$ cat src/fpps_pkg.sv
// ----------------------------------------------------------------------------
// fpps_pkg
// Shared constants and control types for the roulette-wheel parent selector.
// ----------------------------------------------------------------------------
package fpps_pkg;

  localparam int POP_MAX          = 64;
  localparam int IDX_BITS         = $clog2(POP_MAX);
  localparam int FIT_BITS         = 32;
  localparam int FRAC_BITS        = 32;
  localparam int POP_BITS         = 7;   // width of the population_size register
  localparam int SUM_BITS         = FIT_BITS + IDX_BITS;
  localparam int SUM_HI_BITS      = SUM_BITS - FRAC_BITS;
  localparam int DRAW_BITS        = 7;
  localparam int MAX_MOTHER_DRAWS = 101;
  localparam int POP_RESET        = 64;

  // request codes on req_type
  localparam logic REQ_LOAD = 1'b0;
  localparam logic REQ_DRAW = 1'b1;

  // controller -> datapath
  typedef struct packed {
    logic start;     // draw accepted: clear sum pass, latch fraction
    logic load;      // load accepted: write table
    logic sum_run;   // stream table into the total
    logic mul_lo;    // fraction x low word of total
    logic mul_hi;    // add fraction x high bits, arm the scan
    logic scan_run;  // stream table into the cumulative compare
    logic emit;      // push result into the output register
  } fpps_cmd_t;

  // datapath -> controller
  typedef struct packed {
    logic beat;      // table word present in the read register
    logic last;      // that word is the last entry of the population
    logic hit;       // cumulative sum passed the threshold
    logic sum_zero;  // total fitness is zero
    logic out_free;  // output register can take a result
  } fpps_sts_t;

endpackage

$ cat src/fitness_proportionate_parent_select.sv
// ----------------------------------------------------------------------------
// fitness_proportionate_parent_select
// Roulette-wheel parent selection over a 64-entry fitness table.
// ----------------------------------------------------------------------------
// Input channel (in_valid_i / in_stall_o): each transfer is either a load
// (req_type 0) writing fitness_value into slot entry_index, or a draw
// (req_type 1) carrying random_fraction, a uniform fraction times 2^32.
// A load is absorbed from idle and gives no result. A draw gives exactly
// one result transfer on the output channel (out_valid_o / out_stall_i).
// Draw steps, n = clamped population: a pass sums the table through its
// single registered read port, a 32x32 multiply on the low word and a
// 32x6 multiply on the high bits form fraction x total, a second pass
// over up to n entries walks the cumulative sum, and the result loads
// into the output register. The table read port sets both passes.
// Only one draw is in flight; in_stall_o is high from acceptance until the
// result enters the output register, so no new draw is taken before then.
// A stalled output holds the draw in its final state and the input stalls.
// Reset clears the pair state and sets population_size to 64; the table is
// not cleared and must be loaded before draws. cfg_ready_o is always high;
// write population_size only while the block is idle.
// ----------------------------------------------------------------------------
module fitness_proportionate_parent_select (
  input  logic                         clk_i,
  input  logic                         rst_ni,
  input  logic                         in_valid_i,
  output logic                         in_stall_o,
  input  logic                         req_type_i,
  input  logic [fpps_pkg::IDX_BITS-1:0]  entry_index_i,
  input  logic [fpps_pkg::FIT_BITS-1:0]  fitness_value_i,
  input  logic [fpps_pkg::FRAC_BITS-1:0] random_fraction_i,
  output logic                         out_valid_o,
  input  logic                         out_stall_i,
  output logic [fpps_pkg::IDX_BITS-1:0]  selected_index_o,
  output logic                         is_mother_o,
  output logic                         pair_done_o,
  output logic                         zero_total_o,
  input  logic                         cfg_valid_i,
  output logic                         cfg_ready_o,
  input  logic [fpps_pkg::POP_BITS-1:0]  population_size_i
);
  import fpps_pkg::*;

  fpps_cmd_t cmd;
  fpps_sts_t sts;

  // register writes complete in the cycle they are offered
  assign cfg_ready_o = 1'b1;

  fpps_ctrl u_ctrl (
    .clk_i      (clk_i),
    .rst_ni     (rst_ni),
    .in_valid_i (in_valid_i),
    .req_type_i (req_type_i),
    .in_stall_o (in_stall_o),
    .sts_i      (sts),
    .cmd_o      (cmd)
  );

  fpps_dp u_dp (
    .clk_i             (clk_i),
    .rst_ni            (rst_ni),
    .cmd_i             (cmd),
    .sts_o             (sts),
    .entry_index_i     (entry_index_i),
    .fitness_value_i   (fitness_value_i),
    .random_fraction_i (random_fraction_i),
    .cfg_valid_i       (cfg_valid_i && cfg_ready_o),
    .population_size_i (population_size_i),
    .out_valid_o       (out_valid_o),
    .out_stall_i       (out_stall_i),
    .selected_index_o  (selected_index_o),
    .is_mother_o       (is_mother_o),
    .pair_done_o       (pair_done_o),
    .zero_total_o      (zero_total_o)
  );

endmodule

$ cat src/fpps_ctrl.sv
// ----------------------------------------------------------------------------
// fpps_ctrl
// Sequencer for one draw: sum pass, two-step multiply, scan, result.
// ----------------------------------------------------------------------------
module fpps_ctrl (
  input  logic              clk_i,
  input  logic              rst_ni,
  input  logic              in_valid_i,
  input  logic              req_type_i,
  output logic              in_stall_o,
  input  fpps_pkg::fpps_sts_t sts_i,
  output fpps_pkg::fpps_cmd_t cmd_o
);
  import fpps_pkg::*;

  typedef enum logic [2:0] {
    ST_IDLE,
    ST_SUM,
    ST_MUL_LO,
    ST_MUL_HI,
    ST_SCAN,
    ST_EMIT
  } state_e;

  state_e state_q, state_d;
  logic   accept;

  assign in_stall_o = (state_q != ST_IDLE);
  assign accept     = in_valid_i && (state_q == ST_IDLE);

  always_comb begin
    state_d  = state_q;
    cmd_o    = '0;
    case (state_q)
      ST_IDLE: begin
        if (accept) begin
          if (req_type_i == REQ_DRAW) begin
            cmd_o.start = 1'b1;
            state_d     = ST_SUM;
          end else begin
            cmd_o.load = 1'b1;
          end
        end
      end
      ST_SUM: begin
        cmd_o.sum_run = 1'b1;
        if (sts_i.beat && sts_i.last) begin
          state_d = ST_MUL_LO;
        end
      end
      ST_MUL_LO: begin
        cmd_o.mul_lo = 1'b1;
        state_d      = sts_i.sum_zero ? ST_EMIT : ST_MUL_HI;
      end
      ST_MUL_HI: begin
        cmd_o.mul_hi = 1'b1;
        state_d      = ST_SCAN;
      end
      ST_SCAN: begin
        cmd_o.scan_run = 1'b1;
        if (sts_i.beat && (sts_i.hit || sts_i.last)) begin
          state_d = ST_EMIT;
        end
      end
      ST_EMIT: begin
        if (sts_i.out_free) begin
          cmd_o.emit = 1'b1;
          state_d    = ST_IDLE;
        end
      end
      default: begin
        state_d = ST_IDLE;
      end
    endcase
  end

  always_ff @(posedge clk_i or negedge rst_ni) begin
    if (!rst_ni) begin
      state_q <= ST_IDLE;
    end else begin
      state_q <= state_d;
    end
  end

endmodule

$ cat src/fpps_dp.sv
// ----------------------------------------------------------------------------
// fpps_dp
// Fitness table, total and threshold arithmetic, scan, pair state, result reg.
// ----------------------------------------------------------------------------
module fpps_dp (
  input  logic                         clk_i,
  input  logic                         rst_ni,
  input  fpps_pkg::fpps_cmd_t          cmd_i,
  output fpps_pkg::fpps_sts_t          sts_o,
  input  logic [fpps_pkg::IDX_BITS-1:0]  entry_index_i,
  input  logic [fpps_pkg::FIT_BITS-1:0]  fitness_value_i,
  input  logic [fpps_pkg::FRAC_BITS-1:0] random_fraction_i,
  input  logic                         cfg_valid_i,
  input  logic [fpps_pkg::POP_BITS-1:0]  population_size_i,
  output logic                         out_valid_o,
  input  logic                         out_stall_i,
  output logic [fpps_pkg::IDX_BITS-1:0]  selected_index_o,
  output logic                         is_mother_o,
  output logic                         pair_done_o,
  output logic                         zero_total_o
);
  import fpps_pkg::*;

  logic [FIT_BITS-1:0]     mem [POP_MAX];

  logic [POP_BITS-1:0]     pop_q;
  logic [IDX_BITS-1:0]     n_m1;

  logic [FRAC_BITS-1:0]    frac_q;
  logic [IDX_BITS-1:0]     addr_q;
  logic                    issue_done_q;
  logic                    rd_en;
  logic                    rdv_q;
  logic [FIT_BITS-1:0]     rd_data_q;
  logic [IDX_BITS-1:0]     rd_idx_q;
  logic                    rd_last_q;

  logic [SUM_BITS-1:0]     sum_q;
  logic [2*FRAC_BITS-1:0]  prod_lo_q;
  logic [SUM_BITS-1:0]     thresh_q;
  logic [SUM_BITS-1:0]     cum_q, cum_d;
  logic [SUM_BITS-1:0]     part_hi;
  logic [IDX_BITS-1:0]     pick_q;
  logic                    zero_q;

  logic                    awaiting_q;
  logic [IDX_BITS-1:0]     father_q;
  logic [DRAW_BITS-1:0]    draws_q, draws_inc;
  logic                    mother_done;

  logic                    out_valid_q;
  logic [IDX_BITS-1:0]     sel_q;
  logic                    mother_q, done_q, zero_out_q;

  // population clamped to [2, POP_MAX], held as last index
  always_comb begin
    if (pop_q < POP_BITS'(2)) begin
      n_m1 = IDX_BITS'(1);
    end else if (pop_q > POP_BITS'(POP_MAX)) begin
      n_m1 = IDX_BITS'(POP_MAX - 1);
    end else begin
      n_m1 = IDX_BITS'(pop_q - POP_BITS'(1));
    end
  end

  assign rd_en   = (cmd_i.sum_run || cmd_i.scan_run) && !issue_done_q;
  assign cum_d   = cum_q + SUM_BITS'(rd_data_q);
  assign part_hi = SUM_BITS'(frac_q * sum_q[SUM_BITS-1:FRAC_BITS]);

  assign draws_inc   = draws_q + DRAW_BITS'(1);
  assign mother_done = (pick_q != father_q) || (draws_inc >= DRAW_BITS'(MAX_MOTHER_DRAWS));

  assign sts_o.beat     = rdv_q;
  assign sts_o.last     = rd_last_q;
  assign sts_o.hit      = (cum_d > thresh_q);
  assign sts_o.sum_zero = (sum_q == '0);
  assign sts_o.out_free = !out_valid_q || !out_stall_i;

  // table: one write port, one registered read port
  always_ff @(posedge clk_i) begin
    if (cmd_i.load) begin
      mem[entry_index_i] <= fitness_value_i;
    end
    if (rd_en) begin
      rd_data_q <= mem[addr_q];
    end
  end

  // arithmetic payload
  always_ff @(posedge clk_i) begin
    if (cmd_i.start) begin
      frac_q <= random_fraction_i;
      sum_q  <= '0;
    end
    if (rd_en) begin
      rd_idx_q  <= addr_q;
      rd_last_q <= (addr_q == n_m1);
    end
    if (cmd_i.sum_run && rdv_q) begin
      sum_q <= sum_q + SUM_BITS'(rd_data_q);
    end
    if (cmd_i.mul_lo) begin
      prod_lo_q <= frac_q * sum_q[FRAC_BITS-1:0];
      zero_q    <= (sum_q == '0);
    end
    if (cmd_i.mul_hi) begin
      // top bits of fraction x total: a pick hits once cum exceeds them
      thresh_q <= SUM_BITS'(prod_lo_q[2*FRAC_BITS-1:FRAC_BITS]) + part_hi;
      cum_q    <= '0;
    end
    if (cmd_i.scan_run && rdv_q) begin
      cum_q <= cum_d;
      if (sts_o.hit || rd_last_q) begin
        pick_q <= rd_idx_q;
      end
    end
    if (cmd_i.emit) begin
      if (zero_q) begin
        sel_q      <= '0;
        mother_q   <= awaiting_q;
        done_q     <= 1'b0;
        zero_out_q <= 1'b1;
      end else begin
        sel_q      <= pick_q;
        mother_q   <= awaiting_q;
        done_q     <= awaiting_q && mother_done;
        zero_out_q <= 1'b0;
      end
    end
  end

  // control and pair state
  always_ff @(posedge clk_i or negedge rst_ni) begin
    if (!rst_ni) begin
      pop_q        <= POP_BITS'(POP_RESET);
      addr_q       <= '0;
      issue_done_q <= 1'b0;
      rdv_q        <= 1'b0;
      awaiting_q   <= 1'b0;
      father_q     <= '0;
      draws_q      <= '0;
      out_valid_q  <= 1'b0;
    end else begin
      if (cfg_valid_i) begin
        pop_q <= population_size_i;
      end
      rdv_q <= rd_en;
      if (cmd_i.start || cmd_i.mul_hi) begin
        addr_q       <= '0;
        issue_done_q <= 1'b0;
      end else if (rd_en) begin
        addr_q       <= addr_q + IDX_BITS'(1);
        issue_done_q <= (addr_q == n_m1);
      end
      if (cmd_i.emit && !zero_q) begin
        if (!awaiting_q) begin
          father_q   <= pick_q;
          awaiting_q <= 1'b1;
          draws_q    <= '0;
        end else if (mother_done) begin
          awaiting_q <= 1'b0;
          draws_q    <= '0;
        end else begin
          draws_q <= draws_inc;
        end
      end
      if (cmd_i.emit) begin
        out_valid_q <= 1'b1;
      end else if (!out_stall_i) begin
        out_valid_q <= 1'b0;
      end
    end
  end

  assign out_valid_o      = out_valid_q;
  assign selected_index_o = sel_q;
  assign is_mother_o      = mother_q;
  assign pair_done_o      = done_q;
  assign zero_total_o     = zero_out_q;

endmodule

$ cat config.mk
export PLATFORM = sky130hd
export DESIGN_NAME = fitness_proportionate_parent_select
export DESIGN_NICKNAME = d
export VERILOG_FILES = /design/src/fpps_pkg.sv /design/src/fitness_proportionate_parent_select.sv /design/src/fpps_ctrl.sv /design/src/fpps_dp.sv
export SDC_FILE = /design/constraint.sdc
export NUM_CORES = 2
export LEC_CHECK = 0
export BUFFER_PORTS_ARGS = -buffer_cell sky130_fd_sc_hd__buf_2
export CAP_MARGIN = 30
export CORE_ASPECT_RATIO = 0.75
export CORE_MARGIN = 5
export CORE_UTILIZATION = 35
export DETAILED_ROUTE_END_ITERATION = 10
export SETUP_SLACK_MARGIN = 0.05
export SYNTH_ARGS = -nofsm -noshare
export SYNTH_HDL_FRONTEND = slang
export SYNTH_HIERARCHICAL = 1
export SYNTH_SLANG_ARGS = --single-unit
$ cat constraint.sdc
create_clock -name clk_i -period 8.7 [get_ports clk_i]
set_input_delay 1.74 -clock clk_i [delete_from_list [all_inputs] [get_ports clk_i]]
set_output_delay 1.74 -clock clk_i [all_outputs]
set_load 0.02 [all_outputs]
Yosys cells after proc, flatten, opt, wreduce, memory -nomap -nowiden
Memory sizes are Yosys's and may differ from the RTL's. A register that Yosys moved wholly into a read port is not among the register bits.
Index checks and enable logic that the tools add are counted.
- order comparisons: 4
- reductions and logical operators: 26
- mux-type cells: 36
- bitwise operators: 1
- add/subtract/negate cells: 6
- equal/unequal tests: 13
- div/mod/pow operators: 0
- shift operators: 0
- multipliers: 2
- operators by type and width (operator ; number):
    $mux 38 ; 4
    $add 38x32->38 ; 2
    $mul 32x32->64 ; 1
    $add 32x38->38 ; 1
    $gt 38x38->1 ; 1
    $logic_not 38->1 ; 1
    $mul 32x6->38 ; 1
    $mux 6 ; 4
    $mux 3 ; 6
    $pmux 3 s6 ; 1
    $mux 1 ; 17
    $mux 7 ; 2
    $logic_and 1x1->1 ; 8
    $ne 2x1->1 const B ; 4
    $add 7x1->7 const B ; 1
    $ge 7x7->1 const B ; 1
    $gt 7x7->1 const B ; 1
    $lt 7x2->1 const B ; 1
    $add 6x1->6 const B ; 1
    $eq 3x2->1 const B ; 2
    $eq 3x3->1 const B ; 2
    $eq 6x6->1 ; 1
    $ne 6x6->1 ; 1
    $reduce_bool 2->1 ; 3
    11 further kinds ; 21
- memory bits (read-only): 0
- word-level logic and storage cells: 111
- output and inout port bits: 12
- memories: 1
- memory bits (writable): 2048
- bits in latches: 0
- input bits: 83
- register bits: 266
- memories (memory ; words ; width ; rd ports ; clocked after memory_dff ; wr ports ; RTL line ; text):
    u_dp.mem ; 64 ; 32 ; 1 ; 1 ; 1 ; fpps_dp.sv:24 ; logic [FIT_BITS-1:0] mem [POP_MAX];

Longest topological paths before layout
- depth after elaboration: 6
- mapped depth: 28
- mapped depth without buffers: 26

Hierarchy
Netlist, hierarchy kept.
- by module, submodules not included (module ; cells each ; instances ; area an instance (sq um) ; seq. area each (sq um)):
    fpps_dp ; 8394 ; 1 ; 129988.4 ; 69247.7
    fpps_ctrl ; 33 ; 1 ; 250.2 ; 75.1
    fitness_proportionate_parent_select ; 2 ; 1 ; 11.3 ; 0.0

Least setup slack after synthesis
No wires, ideal clock.
- kind: reg-to-reg
- start point: register u_dp.frac_q[30]
- end point: register u_dp.prod_lo_q[60] (data pin)
- stages on the path, launching flop included: 28
- data arrival time: 7.463 ns
- slack: 0.976 ns
- path buffers: 2
- clock period less this slack: 7.724 ns
- cells stage by stage: edfxtp_1 > clkbuf_1 > clkbuf_1 > nand2_1 > fa_1 > inv_1 > fa_1 > fa_1 > inv_1 > fa_1 > inv_1 > fa_1 > fa_1 > fa_1 > inv_1 > fa_1 > inv_1 > ha_1 > a21o_1 > a21o_1 > a21o_1 > a2111o_1 > a21oi_2 > a21oi_1 > nand2b_4 > a41o_1 > a31o_1 > a311o_1
- longest elaborated chain between the ends: 1
- RTL lines (item ; RTL line ; text):
    from (decl) ; fpps_dp.sv:29 ; logic [FRAC_BITS-1:0] frac_q;
    from (signal assigned) ; fpps_dp.sv:92 ; frac_q <= random_fraction_i;
    $mul 32x32->64 ; fpps_dp.sv:103 ; prod_lo_q <= frac_q * sum_q[FRAC_BITS-1:0];
    to (signal assigned) ; fpps_dp.sv:103 ;
    to (decl) ; fpps_dp.sv:39 ; logic [2*FRAC_BITS-1:0] prod_lo_q;
Every way passes these cells.
A chain may end at the register's enable or synchronous reset.

Final worst setup path
- start point: register u_dp.sum_q[16]
- end point: register u_dp.prod_lo_q[60] (data pin)
- longest elaborated chain between the ends: 1
- RTL lines (item ; RTL line ; text):
    from (decl) ; fpps_dp.sv:38 ; logic [SUM_BITS-1:0] sum_q;
    from (signal assigned) ; fpps_dp.sv:100 ; sum_q <= sum_q + SUM_BITS'(rd_data_q);
    $mul 32x32->64 ; fpps_dp.sv:103 ;
Every way passes these cells.

==> run_results.csv <==
group,metric,value,unit
status,status,"finished, final reports clean",
yosys,ys_ff_latch,2314,
timing,period_needed,8.41,ns
route,ant_nets,0,
flow_run,maxCapViolCount,0,
route,via_per_inst,5.26,
finish,layout.nets,10149,
setup_path,crit_family,"adder cells",
timing,maxSlewViolCount,0,
setup_path,path_common_cell,"fa_1",
clocking,holdBufCountCts,0,
grt,grt_pass1_wl,513000,um
yosys,yosys.area.top_type,"edfxtp_1",
yosys,synth_top_cell_area_share,52.6,%
timing,skew,0.151,ns
clocking,clk_latency,0.96,ns
clocking,clk_path_buf_depth,4,
setup_path,required,9.33,ns
setup_path,r2r_cells,24,
clocking,htreeDepth,4,
clocking,clockRootBuffer,"clkbuf_16",
timing,setup-tns-final,0,ns
setup_path,reg2reg_to,"u_dp/prod_lo_q[60]",
yosys,avgSynthCellArea,15.5,sq um
die,die_h,538,um
timing,fmax,119,MHz
worst_hold_path,hold_path.startpoint,"u_dp/rd_idx_q[0]",
route,vias,72562,
die,ios,95,
timing,hold_viol,0,
timing,slew_headroom,32.2,%
grt,grt.total_usage,17.9,%
setup_path,cp-start-kind,"register",
timing,setup_viol,0,
yosys,ys_types,94,
setup_path,path_buf_inv,4,
route,drc,0,
grt,antenna_found_initial,38,
setup_path,critical_path.slowest_cell,"edfxtp_1",
setup_path,crit_fanout,17,
die,core,0.372,sq mm
grt,grt_max_degree,126,
clocking,cts_made_buffers,228,
worst_hold_path,hold_end,"u_dp/pick_q[0]",
setup_path,worstSetupPathType,"reg -> reg",
worst_hold_path,hold_depth,0,
setup_path,worstReg2RegStart,"u_dp/sum_q[16]",
route,drt-total-wl,346000,um
placed_design,portBuffers,93,
finish,layout-drive-gt1-share,17.0,%
route,wire_per_inst,25.1,um
yosys,synth_edf_count,2281,
finish,syn_to_final_growth,11.9,%
placed_design,dp_slack,0.203,ns
setup_path,worst_setup_path_end_kind,"register",
clocking,clkSinkCount,2314,
finish,layoutNonFillerInstCount,13784,
die,start_util,35.0,%
yosys,ys.flop_type,"edfxtp_1",
setup_path,cpPeakStageDelay,0.95,ns
die,die-area,0.385,sq mm
yosys,yosysMostFrequentCell,"edfxtp_1",
yosys,synth_warnings,6,
placed_design,place_inst,13348,
timing,period_share,96.7,%
clocking,cts_tree,"built",
placed_design,place_area,0.138,sq mm
die,row_count,194,
die,die_x,714,um
finish,design_area,0.146,sq mm
grt,grt_pass1_vias,75343,
timing,setup_slack,0.290,ns
yosys,ys_top_cells_by_area,"edfxtp_1 (53%), fa_1 (16%), mux4_2 (12%)",
yosys,async_flop_share,1.43,%
setup_path,arrival,9.04,ns
worst_hold_path,hp-class,"reg -> reg",
route,dr.pass1.iters,6,
yosys,netlist_area,0.130,sq mm
timing,worst_pin_slew,1.02,ns
placed_design,dp_hpwl,226000,um
placed_design,place_congestion,0.894,
route,first_iter_violations,7541,
yosys,syn_nets,9981,
yosys,syn_inst,8429,
clocking,clk_pin_slew,0.07,ns
setup_path,r2r_slack,0.29,ns
grt,overflow,0,
yosys,synth_common_cells,"edfxtp_1 (2281), fa_1 (1047), inv_1 (1030), nand2_1 (711), mux4_2 (672)",
setup_path,path_cells,"and2_1, fa_1, fa_1, inv_1, fa_1, fa_1, inv_1, fa_1, fa_1, fa_1, fa_1, ha_1, nand2_1, o21ai_1, buf_4, nand2_1, a211oi_2, a21oi_2, a21oi_1, buf_4, nand2b_4, a41o_1, a311oi_1, a311o_1",
timing,rsz0062_at_grt,"no",
yosys,synth-seq-area-share,53.2,%
[worst max path at each step]
stage,startpoint,endpoint,slack [ns],cells after the start
final,u_dp/sum_q[16],u_dp/prod_lo_q[60],0.29,24
after CTS,u_dp/frac_q[13],u_dp/prod_lo_q[60],0.16,27
after global placement,u_dp/sum_q[4],u_dp/prod_lo_q[60],0.13,26
after global routing,u_dp/sum_q[16],u_dp/prod_lo_q[60],0.04,26
after floorplan,u_dp/frac_q[30],u_dp/prod_lo_q[60],0.98,27
after detailed placement,u_dp/frac_q[13],u_dp/prod_lo_q[60],0.20,27
[routing by layer]
layer / GRT usage (%) / up-vias / wire length, um
li1: - / 30265 / -
met1: 26.6 / 38769 / 151000
met2: 26.8 / 3067 / 154000
met3: 3.47 / 445 / 31600
met4: 4.69 / 16 / 10100
met5: 0 / - / 94
[sequential cells by signal (all words and copies together), names as in the netlist, 32 cells and up]
signal,count
u_dp/mem,2048
u_dp/cum_q,38
u_dp/sum_q,38
u_dp/thresh_q,38
u_dp/frac_q,32
u_dp/prod_lo_q,32
u_dp/rd_data_q,32
[logic make-up after synthesis]
family / count (synthesis) / synth area share, %
simple gates: 1793 / 6.88
compound gates: 541 / 2.74
other cells: 1 / 0.00288
xor+xnor: 145 / 0.975
buf+inv: 1481 / 4.30
fa+ha+maj: 1470 / 20.2
mux: 684 / 11.7
flops: 2314 / 53.2
[metrics by stage]
step / util, % / hold slack, ns
after CTS: 39.1 / 0.418
after detailed placement: 37.2 / 0.405
after global placement: 37.1 / 0.403
final: 39.2 / 0.417
after floorplan: - / 0.400
after global routing: 39.2 / 0.426
[cell type report]
type                       instances  area, sq um
inverter                        1031         3870
clock inverter                   146         1320
fill                           33931       226000
sequential                      2314        69300
timing repair buffer             388         3100
antenna                            7         17.5
tap                             4998         6250
clock buffer                     266         5920
multi-input combinational       4634        55900
[timing repair]
| item | CTS | global route |
|---|---|---|
| resized for setup | 0 | 7 |
| setup endpoints to repair | 0 | 11 |
| buffers inserted | 0 | 11 |
[placed cells by master (no fill, tap or decap), drive strengths merged, types with 158 or more instances in the layout]
cell type,n
edfxtp,2281
fa,1047
inv,1038
nand2,712
mux4,672
and2,615
ha,422
buf,388
clkbuf,266
nor2,190
a21oi,158
Power is left out: the tool's default activity adds up to more than one toggle a clock period on the data nets, which glitch-free logic cannot reach.
